File: src/hw/rtl/ssrq_pkg.sv
// Shared constants and types for the sorted store with rank query.
package ssrq_pkg;

  localparam int CAPACITY = 256;
  localparam int VAL_W    = 32;
  localparam int RANK_W   = 9;
  localparam int STAT_W   = 2;
  localparam int CNT_W    = $clog2(CAPACITY + 1);
  localparam int IDX_W    = (CAPACITY > 1) ? $clog2(CAPACITY) : 1;
  localparam int OUT_DW   = ((VAL_W + RANK_W + 7) / 8) * 8;

  localparam logic KIND_ADD = 1'b0;
  localparam logic KIND_GET = 1'b1;

  typedef enum logic [STAT_W-1:0] {
    ST_OK        = 2'd0,
    ST_FULL      = 2'd1,
    ST_RANK_OVER = 2'd2
  } status_t;

  typedef struct packed {
    logic                    en;
    logic signed [VAL_W-1:0] value;
  } ins_t;

endpackage

File: src/hw/rtl/ssrq_cell.sv
// One compare-and-shift cell of the sorted chain.
module ssrq_cell (
  input  logic                             clk,
  input  ssrq_pkg::ins_t                   ins,
  input  logic                             occupied,
  input  logic                             prev_gt,
  input  logic signed [ssrq_pkg::VAL_W-1:0] prev_value,
  output logic                             gt,
  output logic signed [ssrq_pkg::VAL_W-1:0] value
);
  import ssrq_pkg::*;

  logic signed [VAL_W-1:0] value_r;

  assign value = value_r;
  assign gt    = !occupied || (value_r > ins.value);

  always_ff @(posedge clk) begin
    if (ins.en && gt) begin
      value_r <= prev_gt ? prev_value : ins.value;
    end
  end

endmodule

File: config.mk
export PLATFORM = sky130hd
export DESIGN_NAME = ssrq_cell
export DESIGN_NICKNAME = d
export VERILOG_FILES = /design/src/hw/rtl/ssrq_pkg.sv /design/src/hw/rtl/ssrq_cell.sv
export SDC_FILE = /design/constraint.sdc
export NUM_CORES = 1
export LEC_CHECK = 0
export ABC_AREA = 1
export BUFFER_PORTS_ARGS = -buffer_cell sky130_fd_sc_hd__buf_4
export CORE_UTILIZATION = 30
export DETAILED_ROUTE_END_ITERATION = 10
export HOLD_SLACK_MARGIN = 0.1
export SLEW_MARGIN = 20
export SYNTH_ARGS = -nofsm -noshare
export SYNTH_HDL_FRONTEND = slang
export SYNTH_SLANG_ARGS = --single-unit
File: constraint.sdc
create_clock -name clk -period 3.9 [get_ports clk]
set_input_delay 0.975 -clock clk [delete_from_list [all_inputs] [get_ports clk]]
set_output_delay 0.975 -clock clk [all_outputs]
set_load 0.1 [all_outputs]
==> metrics list, run 1 <==
* Filler Cells Inserted: 733
- After the first detailed-routing iteration, the DRC count stood at 56.
- Setup slack of the most critical reg-to-reg path: 1.59 ns
- Static timing analysis puts the maximum clock frequency at 279.9 MHz.
- Initial core utilization: 31.52%
* Wire length of the first global-routing pass: 7.866 mm
- Required time of the critical path: 2.92 ns
* Clock input transition at the sequential cells of the worst setup and hold paths: 0.07 ns
- Share of post-route cells with drive strength above 1: 34.46%
* Count of pins on the block boundary: 101
- PD cells: 375.2 mW/mm^2
- The initial antenna violation count was 0.
- The floorplan has 30 rows.
* Buffer depth of the longest clock path: 2
- Critical path type: in2out
- Number of antenna diodes: 0
* Via count of the first global-routing pass: 1,835
* Total global routing overflow: 0
- Startpoint of the worst setup timing path: ins[13]
* Worst slew pin tran: 0.5262 ns
- Of the available clock period, the critical path in the final layout requires 91.59%.
* Placeable core region: 0.006907 sq mm
* Average instance area after synthesis: 8.674 sq um
- Hold timing on the final database bottoms out at a slack of 0.9673 ns.
- Routability-driven placement finished with a final weighted congestion of 0.7109.
- Average routed wire per standard cell: 10.72 um
- Overall power after layout: 1173 uW
- Timing analysis after detailed placement gives a worst setup slack of 0.3147 ns.
* Warning count from the yosys run: 0
- Global routing consumed, over all layers together, 13.30% of the routing resources.
- Most frequent cells in the layout: 102 x buf_4, 69 x nand2_1, 37 x inv_1
* Leading cell type in the layout, fill and taps excluded: buf_4
- Number of failing hold endpoints at the final stage: 0
- Root Buffer Master: clkbuf_8
- Number of setup buffers added after CTS: 0
* Endpoint type of the worst setup path: primary output
- Setup violations remaining at the end of the flow were counted as 0.
* Clock sinks: 32
- Hold path start: prev_value[13]
- CTS tree: yes
* Count of maximum capacitance violations: 0
- The run finished with clean final reports.
- The die is 87.19 um wide.
- Count of vias placed by the detailed router: 1,947
- Beginning of the worst register-to-register path: value[15]
* H-tree Lvls: 2
- In the routed design, unresolved DRC markers number 0.
- Synthesis produced a netlist whose cell count is 251.
* Register bit count reported by yosys: 32
* Final worst slack: 0.3279 ns
- Entering global routing, the biggest net connects 64 pins.
- Largest register FFs: 32
- For the worst-skew pair, the clock arrives at the later sink with an insertion delay of 0.28 ns.
- Number of CTS-inserted buffers: 5
* Register area share after synthesis: 44.14%
* Cts repair resizes: 0
- Min Clock Period, post-route: 3.572 ns
* Via-to-Cell Ratio: 4.327
- Fin nets: 453
* Critical path launch point type: input pin
- Setup TNS Final: 0 ns
* Data arrival time of the critical path: 2.60 ns
- Final Instance Area: 0.003127 sq mm
- The floorplan step defined a die boundary enclosing 0.007601 sq mm.
- The area growth from synthesis to layout is 43.62%.
* Peak supply drop: 183.2 uV
- Total cell area at the placement stage: 0.003044 sq mm
* Number of buffers added to fix hold violations after cts: 0
- The count of buffers added on input and output ports is 100.
* Initial DRT Pass Iterations: 4
- Max-slew violation count: 0
* Number of nets with antenna violations after detailed routing: 0
* Setup repair after global routing missed its margin: false
* Post-DP HPWL: 3.911 mm
* Final worst clock skew: 0.002475 ns
- The mapped netlist covers 0.002177 sq mm.
- Type of the worst min-delay path: in2reg
- Count of distinct cell types in the synthesized netlist: 21
* Y dimension of the die: 87.19 um
* Final Routed Wirelength: 4.823 mm
- Measured against its own limit, the worst slew margin works out to 64.92%.
- Highest net fanout along the worst path: 2
- Static Leak: 0.001590 uW
* Synthesized netlist net count: 351
cell usage after synthesis (all sizes together):
master / number / area [sq um]
a21oi: 15 / 78.83
clkbuf: 7 / 26.28
ha: 32 / 400.4
o21ai: 33 / 165.2
a21o: 1 / 7.510
nand2: 71 / 271.5
inv: 41 / 153.9
nand4: 2 / 18.77
edfxtp: 32 / 960.9
clkinv: 1 / 3.750
mux2: 1 / 11.26
nand3: 3 / 20.02
o21a: 2 / 16.27
nor2: 10 / 42.54
stage by stage:
stage,cells,util (%)
floorplan,251,-
global placement,442,44.08
detailed placement,442,44.08
CTS,450,45.27
global route,450,45.27
finish,450,45.27
worst max-delay path, cell delays in order:
cell     delay, ns
buf_4         0.10
inv_1         0.06
ha_1          0.23
a21oi_1       0.15
o21ai_0       0.10
a21oi_1       0.21
nand2_1       0.09
nand2_1       0.08
nand2_1       0.05
nand2_1       0.07
nand3_2       0.11
nand2_1       0.09
buf_4         0.28
logic make-up (layout without fill, tap and decap cells):
| group | count (synthesis) | after routing | share of synthesized area (%) |
|---|---|---|---|
| AOI/OAI and AO/OA | 51 | 51 | 12.30 |
| adders and majority gates | 32 | 32 | 18.39 |
| buffers and inverters | 49 | 152 | 8.448 |
| DFF | 32 | 32 | 44.14 |
| muxes | 1 | 1 | 0.5172 |
| and+or+nand+nor | 86 | 86 | 16.21 |
metal layers:
| layer | global-route usage (%) | share of wire, % | up-vias |
|---|---|---|---|
| met4 | 4.024 | 1.1 | 0 |
| li1 | - | - | 1034 |
| met1 | 17.00 | 46 | 842 |
| met2 | 21.40 | 45 | 65 |
| met5 | 0 | 0 | - |
| met3 | 4.360 | 7.5 | 6 |
power by group:
group          total, uW  switching, uW  internal (uW)
logic                488            347            141
clock network        247            125            121
registers            438           17.3            421
final timing paths:
| check | end | cells past startpoint |
|---|---|---|
| worst max register to register | value[31] | 11 |
| worst min-delay path | value[13] | 3 |
| worst max-delay path | gt | 13 |
| worst min register to register | value[16] | 5 |
layout make-up:
cell class                      count  area, sq um  share of cell area [%]
Clock buffer                        5        68.82                   2.201
Inverter                           42        157.7                   5.042
Clock inverter                      3        13.76                  0.4402
Tap cell                           96        120.1                   3.842
Sequential cell                    32        960.9                   30.73
Timing Repair Buffer              102        765.7                   24.49
Multi-Input combinational cell    170         1040                   33.25
(Power assumes the default switching activity.)
==> inputs of run 2 (changes only) <==
==> constraint.sdc (replaced) <==
create_clock -name clk -period 4.5 [get_ports clk]
set_input_delay 1.125 -clock clk [delete_from_list [all_inputs] [get_ports clk]]
set_output_delay 1.125 -clock clk [all_outputs]
set_load 0.1 [all_outputs]
==> run 2 against run 1 <==
Routed wire length increased by 0.33%. Clock skew increased by 0.0041 ns. Die area unchanged. Sequential share of layout area unchanged. Critical path depth unchanged. First-iteration DRC count increased by 20%. Combinational power decreased by 13%. Worst setup slack improved by 0.29 ns. Clock power decreased by 14%. Via count increased by 0.26%. Register-to-register slack improved by 0.24 ns. Critical path type unchanged. Largest cell class unchanged.
==> metrics list, run 2 (synthesis gave the netlist of run 1 again) <==
- The run finished with clean final reports.
- Cell with the most instances on the worst path: nand2_1
- The vertical extent of the die came to 87.19 um (unchanged).
* Number of nets with antenna violations after detailed routing: 0 (unchanged)
- The via count normalized by instance count is 4.357 (+0.70%).
* Number of CTS-inserted buffers: 5 (unchanged)
- The number of placement rows is 30 (unchanged).
- Count of maximum capacitance violations: 0 (unchanged)
- Setup repair after global routing left no endpoint under its margin.
- Average routed wire per standard cell: 10.80 um (+0.78%)
* Startpoint of the worst setup timing path: ins[13]
- Most frequent cells in the layout: 100 x buf_4, 69 x nand2_1, 37 x inv_1
- Clock input transition at the sequential cells of the worst setup and hold paths: 0.07 ns (about the same)
- The tree is rooted in a clkbuf_8.
- Longest individual stage delay on the worst path: 0.28 ns (about the same)
- Wire length of the first global-routing pass: 7.679 mm (-2.4%)
- The internal reg-to-reg setup slack came to 1.83 ns (+0.24 ns).
- The ratio of total power to cell area came to 325.6 mW/mm^2 (-13%).
* Max Freq: 257.4 MHz
- The overall routing resource usage is 13.08% (-0.22 points).
* Levels on crit path: 13 (unchanged)
* Cell-by-cell listing of the critical path: buf_4 > inv_1 > ha_1 > a21oi_1 > o21ai_0 > a21oi_1 > nand2_1 > nand2_1 > nand2_1 > nand2_1 > nand3_2 > nand2_1 > buf_4
- The area enclosed by the die boundary is 0.007601 sq mm (unchanged).
- Critical R2R Capture: value[16]
- The final count of hold timing violations was 0 (unchanged).
- The number of flip-flops under the largest register name is 32 (unchanged).
- The tightest min-delay check is of the in2reg type.
- Post-DP HPWL: 3.881 mm (-0.77%)
* Clock sinks: 32 (unchanged)
* Final worst clock skew: 0.006561 ns (+0.004086 ns)
- The path depth of the worst reg2reg path came to 11 (unchanged).
- Filler Cells Inserted: 734 (+0.14%)
* Cts repair resizes: 0 (unchanged)
- The total count of max-transition violations in the final report was 0 (unchanged).
- Number of setup buffers added after CTS: 0 (unchanged)
* Critical path launch point type: input pin
- Worst setup endpoint: gt
- H-tree Lvls: 2 (unchanged)
* Share of post-route cells with drive strength above 1: 34.09% (-0.37 points)
- Static Leak: 0.001585 uW (-0.32%)
- Critical path type: in2out
- Number of buffers added to fix hold violations after cts: 0 (unchanged)
- The number of design rule violations left after detail routing came to 0 (unchanged).
* Beginning of the worst register-to-register path: value[13]
* Antenna violations before repair: 0 (unchanged)
- Total global routing overflow: 0 (unchanged)
* Data arrival time of the critical path: 2.76 ns (+0.16 ns)
* Buffer depth of the longest clock path: 2 (unchanged)
- CP max-delay cell: buf_4
* Via count of the first global-routing pass: 1,796 (-2.1%)
* # setup viols final: 0 (unchanged)
* IO buf count: 100 (unchanged)
- Highest net fanout along the worst path: 2 (unchanged)
* Peak supply drop: 132.7 uV (-28%)
* Maximum number of pins on one net before global-route repair: 64 (unchanged)
- The count of buffering cells on the critical path with inverters included was 3 (unchanged).
- Horizontal extent of the die: 87.19 um (unchanged)
- The clock insertion delay at the later pin of the skew report came to 0.28 ns (about the same).
* Fin nets: 452 (-0.22%)
- The total inserted antenna cells is 0 (unchanged).
- Leading cell type in the layout, fill and taps excluded: buf_4
* Count of pins on the block boundary: 101 (unchanged)
- The core footprint is 0.006907 sq mm (unchanged).
* RePlAce Congestion: 0.7076 (-0.46%)
* Syn-to-layout area delta: 43.62% (unchanged)
* CTS tree: yes
- Overall power after layout: 1018 uW (-13%)
* Count of vias placed by the detailed router: 1,952 (+0.26%)
- The measured slew at the worst slew-check pin came to 0.6433 ns (+0.1171 ns).
- Final Routed Wirelength: 4.839 mm (+0.33%)
* Initial DRT Pass Iterations: 4 (unchanged)
- Max-slew headroom at the worst pin: 57.02% (-7.9 points)
* Min Clock Period, post-route: 3.884 ns
- Initial drt markers: 67 (+20%)
* Initial core utilization: 31.52% (unchanged)
- The critical path data required time is 3.38 ns (+0.46 ns).
- Worst path top cell family by delay: simple AND/OR/NAND/NOR gates
- Of the available clock period, the critical path in the final layout requires 86.32%.
* Endpoint type of the worst setup path: primary output
- The setup TNS is 0 ns (unchanged).
[run 2: changes by cell type in the layout (fill, tap and decap cells not counted)]
cell | previous run | this run
clkinv_1 | 2 | 1
clkinv_2 | 2 | 1
clkbuf_1 | 0 | 1
buf_4 | 102 | 100
buf_12 | 0 | 1
[run 2: report_power, final]
part           leakage, uW  switching [uW]  internal (uW)
registers         0.000311            15.4            365
logic              0.00123             302            123
clock network    0.0000410             107            105
[run 2: how the worst min path moves through the flow]
stage	startpoint	endpoint	slack (ns)	cells after the start
final	prev_value[4]	value[4]	1.12	3
after global routing	prev_value[9]	value[9]	1.12	3
after CTS	prev_value[23]	value[23]	1.11	3
after detailed placement	value[31]	value[18]	1.17	4
after global placement	value[31]	value[18]	1.16	4
after floorplan	prev_value[30]	value[30]	1.31	2
[run 2: worst register-to-register path, cell delays in order (launching register included)]
cell,delay [ns]
edfxtp_1,0.39
ha_1,0.32
a21oi_1,0.15
o21ai_0,0.09
a21oi_1,0.21
nand2_1,0.09
nand2_1,0.08
nand2_1,0.05
nand2_1,0.07
nand3_2,0.12
a21oi_4,0.56
buf_12,0.25
[run 2: cell type report]
type                       count  area (sq um)  share of cell area, %
sequential                    32         960.9                  30.73
multi-input combinational    170          1040                  33.25
inverter                      42         157.7                  5.042
clock buffer                   6         72.57                  2.321
timing repair buffer         101         770.7                  24.65
tap                           96         120.1                  3.842
clock inverter                 1         5.005                 0.1601
[run 2: metrics by stage]
step,util (%),hold slack (ns),std cells,worst slack (ns),cell area [sq um]
6_report,45.27,1.119,448,0.6155,3127
5_1_grt,45.27,1.117,448,0.4517,3127
4_1_cts,45.27,1.113,448,0.6062,3127
3_5_place_dp,44.15,1.171,441,0.6184,3049
3_3_place_gp,44.15,1.160,441,0.6203,3049
2_1_floorplan,-,1.312,251,0.6174,2177
[run 2: per-layer routing]
layer	global-route usage, %	part of all wire [%]	routed length [um]	vias to the layer above
met1	17.05	47	2254	854
met3	3.791	7.7	373	6
met4	4.024	1.1	52	0
li1	-	-	-	1030
met2	20.97	45	2159	62
met5	0	0	0	-
==> inputs of run 3 (changes only) <==
==> constraint.sdc (replaced) <==
create_clock -name clk -period 3.47 [get_ports clk]
set_input_delay 0.8675 -clock clk [delete_from_list [all_inputs] [get_ports clk]]
set_output_delay 0.8675 -clock clk [all_outputs]
set_load 0.1 [all_outputs]
==> run 3 against run 2 <==
Critical path depth down 1. Non-clock buffer count unchanged. Highest routed layer unchanged. Hold slack worse by 0.26 ns. Largest power group unchanged. Routed wire length down 0.27%. Flip-flop and latch count unchanged. Worst setup slack worse by 0.41 ns. Clock skew down 0.0048 ns. Utilization up 0.15 points. Clock power up 30%.
==> metrics list, run 3 (synthesis gave the netlist of run 1 again) <==
- The run finished with clean final reports.
- Endpoint type of the worst setup path: primary output
- Initial drt markers: 53 (-21%)
- The ratio of total power to cell area was 421.5 mW/mm^2 (+29%).
* Setup TNS Final: 0 ns (unchanged)
- The clock insertion delay at the later pin of the skew report is 0.28 ns (about the same).
* Count of vias placed by the detailed router: 1,957 (+0.26%)
- The routed wire length came to 4.826 mm (-0.27%).
* Wire length of the first global-routing pass: 8.004 mm (+4.2%)
* DRC viols: 0 (unchanged)
* Initial DRT Pass Iterations: 4 (unchanged)
* Power spent charging and discharging nets: 549.9 uW (+29%)
- Placement Rows: 30 (unchanged)
- Area enclosed by the die boundary: 0.007601 sq mm (unchanged)
* RePlAce Congestion: 0.7301 (+3.2%)
* Critical path type: in2out
- Root Buffer Master: clkbuf_8
* Required time of the critical path: 2.60 ns (-0.78 ns)
- The area taken by flip-flops and latches is 960.9 sq um (unchanged).
* Number of buffers added to fix hold violations after cts: 0 (unchanged)
* Antenna violations before repair: 0 (unchanged)
* Filler Cells Inserted: 715 (-2.6%)
* Combinational Power Share: 41.9% (about the same)
- Worst slew pin tran: 0.5243 ns (-0.1190 ns)
- The clock tree skew after final layout was 0.001764 ns (-0.004798 ns).
- Multi-input gate area: 0.001042 sq mm (+0.24%)
- The worst slew slack as a fraction of its limit came to 65.05% (+8.0 points).
- Fin nets: 452 (unchanged)
- Via count of the first global-routing pass: 1,937 (+7.9%)
- The pin count of the biggest net entering global routing is 64 (unchanged).
- The path class of the tightest hold or removal check is in2reg.
- Most frequent cells in the layout: 99 x buf_4, 68 x nand2_1, 37 x inv_1
- The peak supply drop was 166.2 uV (+25%).
- Leaving out fill and tap cells, the most frequent cell in the layout is buf_4.
- The number of flip-flops under the largest register name was 32 (unchanged).
- The die outline width came to 87.19 um (unchanged).
- Static Leak: 0.001588 uW (+0.22%)
- The top fanout value on the critical path was 4 (+2).
- Critical path launch point type: input pin
* # setup viols final: 0 (unchanged)
* Syn-to-layout area delta: 44.08%
- The switching fraction of total power is 41.59% (-0.13 points).
- The number of maximum-capacitance constraint violations was 0 (unchanged).
- The total inserted antenna cells came to 0 (unchanged).
* Clock input transition at the sequential cells of the worst setup and hold paths: 0.07 ns (about the same)
- IO buf count: 100 (unchanged)
- The post-detailed-placement half-perimeter wirelength came to 3.774 mm (-2.8%).
* CTS tree: yes
- Final critical-path share of the clock period: 94.11%
- The routed design could run at a clock period as short as 3.266 ns.
- The data arrival time of the critical path came to 2.40 ns (-0.36 ns).
- Placeable core region: 0.006907 sq mm (unchanged)
* Via-to-Cell Ratio: 4.368 (+0.26%)
- Average routed wire per standard cell: 10.77 um (-0.27%)
- Total track usage: 13.41% (+0.33 points)
* Setup repair after global routing missed its margin: false
- Total global routing overflow: 0 (unchanged)
* Part of the total power dissipated in sequential elements: 37.3% (about the same)
- Number of CTS-inserted buffers: 5 (unchanged)
- The internal power consumption came to 772.2 uW (+30%).
- Proportion of power drawn by the clock network: 20.8% (about the same)
- Max-slew violation count: 0 (unchanged)
* Max Freq: 306.2 MHz
* Number of setup buffers added after CTS: 0 (unchanged)
* Y dimension of the die: 87.19 um (unchanged)
- The effective utilization at floorplan is 31.52% (unchanged).
* H-tree Lvls: 2 (unchanged)
* Clock sinks: 32 (unchanged)
- The top-level I/O count is 101 (unchanged).
- Number of nets with antenna violations after detailed routing: 0 (unchanged)
- The share of the core filled with cells is 45.42% (+0.15 points).
* Share of post-route cells with drive strength above 1: 34.38% (+0.28 points)
- The clock tree buffer depth is 2 (unchanged).
- Number of failing hold endpoints at the final stage: 0 (unchanged)
-- run 3: critical path: stages --
cell,delay (ns)
buf_4,0.08
inv_1,0.04
ha_1,0.31
a21oi_1,0.18
o21a_2,0.14
nand2_1,0.04
a21oi_1,0.17
nand2_1,0.08
nand2_1,0.07
nand3_2,0.12
nand2_2,0.10
buf_8,0.19
-- run 3: final timing paths --
kind / slack, ns / end / start / cells after the start
max: 0.20 / gt / ins[31] / 12
min: 0.86 / value[30] / prev_value[30] / 3
max reg2reg: 1.18 / value[14] / value[23] / 10
min reg2reg: 1.22 / value[15] / value[31] / 5
-- run 3: power groups by stage --
stage | clock network [uW] | registers [uW] | logic [uW]
after floorplan | 0 | 747 | 154
after global placement | 0 | 502 | 554
after detailed placement | 0 | 502 | 557
after CTS | 288 | 494 | 558
after global routing | 296 | 498 | 599
final | 275 | 494 | 554
-- run 3: stage by stage --
| step | cells | cell area, sq um | setup slack (ns) | total power (uW) | hold slack [ns] |
|---|---|---|---|---|---|
| 2_1_floorplan | 251 | 2180 | 0.1054 | 900.9 | 1.055 |
| 6_report | 448 | 3137 | 0.2043 | 1322 | 0.8643 |
| 4_1_cts | 448 | 3129 | 0.1294 | 1340 | 0.8531 |
| 3_3_place_gp | 441 | 3052 | 0.1256 | 1056 | 1.145 |
| 5_1_grt | 448 | 3137 | 0.0006082 | 1393 | 0.8599 |
| 3_5_place_dp | 441 | 3052 | 0.1352 | 1059 | 1.152 |
-- run 3: timing repair --
item	in CTS	in global routing
endpoints found under the hold margin	0	0
resized for setup	0	2
endpoints found under the setup margin	0	1
-- run 3: layout make-up --
type | instances | area share (%)
well taps | 96 | 3.829
clock inverters | 1 | 0.1596
repair buffers | 101 | 24.81
multi-input cells | 170 | 33.23
inverters | 42 | 5.026
flip-flops and latches | 32 | 30.63
clock buffers | 6 | 2.314
-- run 3: layer usage --
metal | GRT usage, % | wire length (um)
met5 | 0 | 0
met4 | 3.577 | 44
met2 | 22.69 | 2227
met1 | 16.72 | 2238
met3 | 3.886 | 316
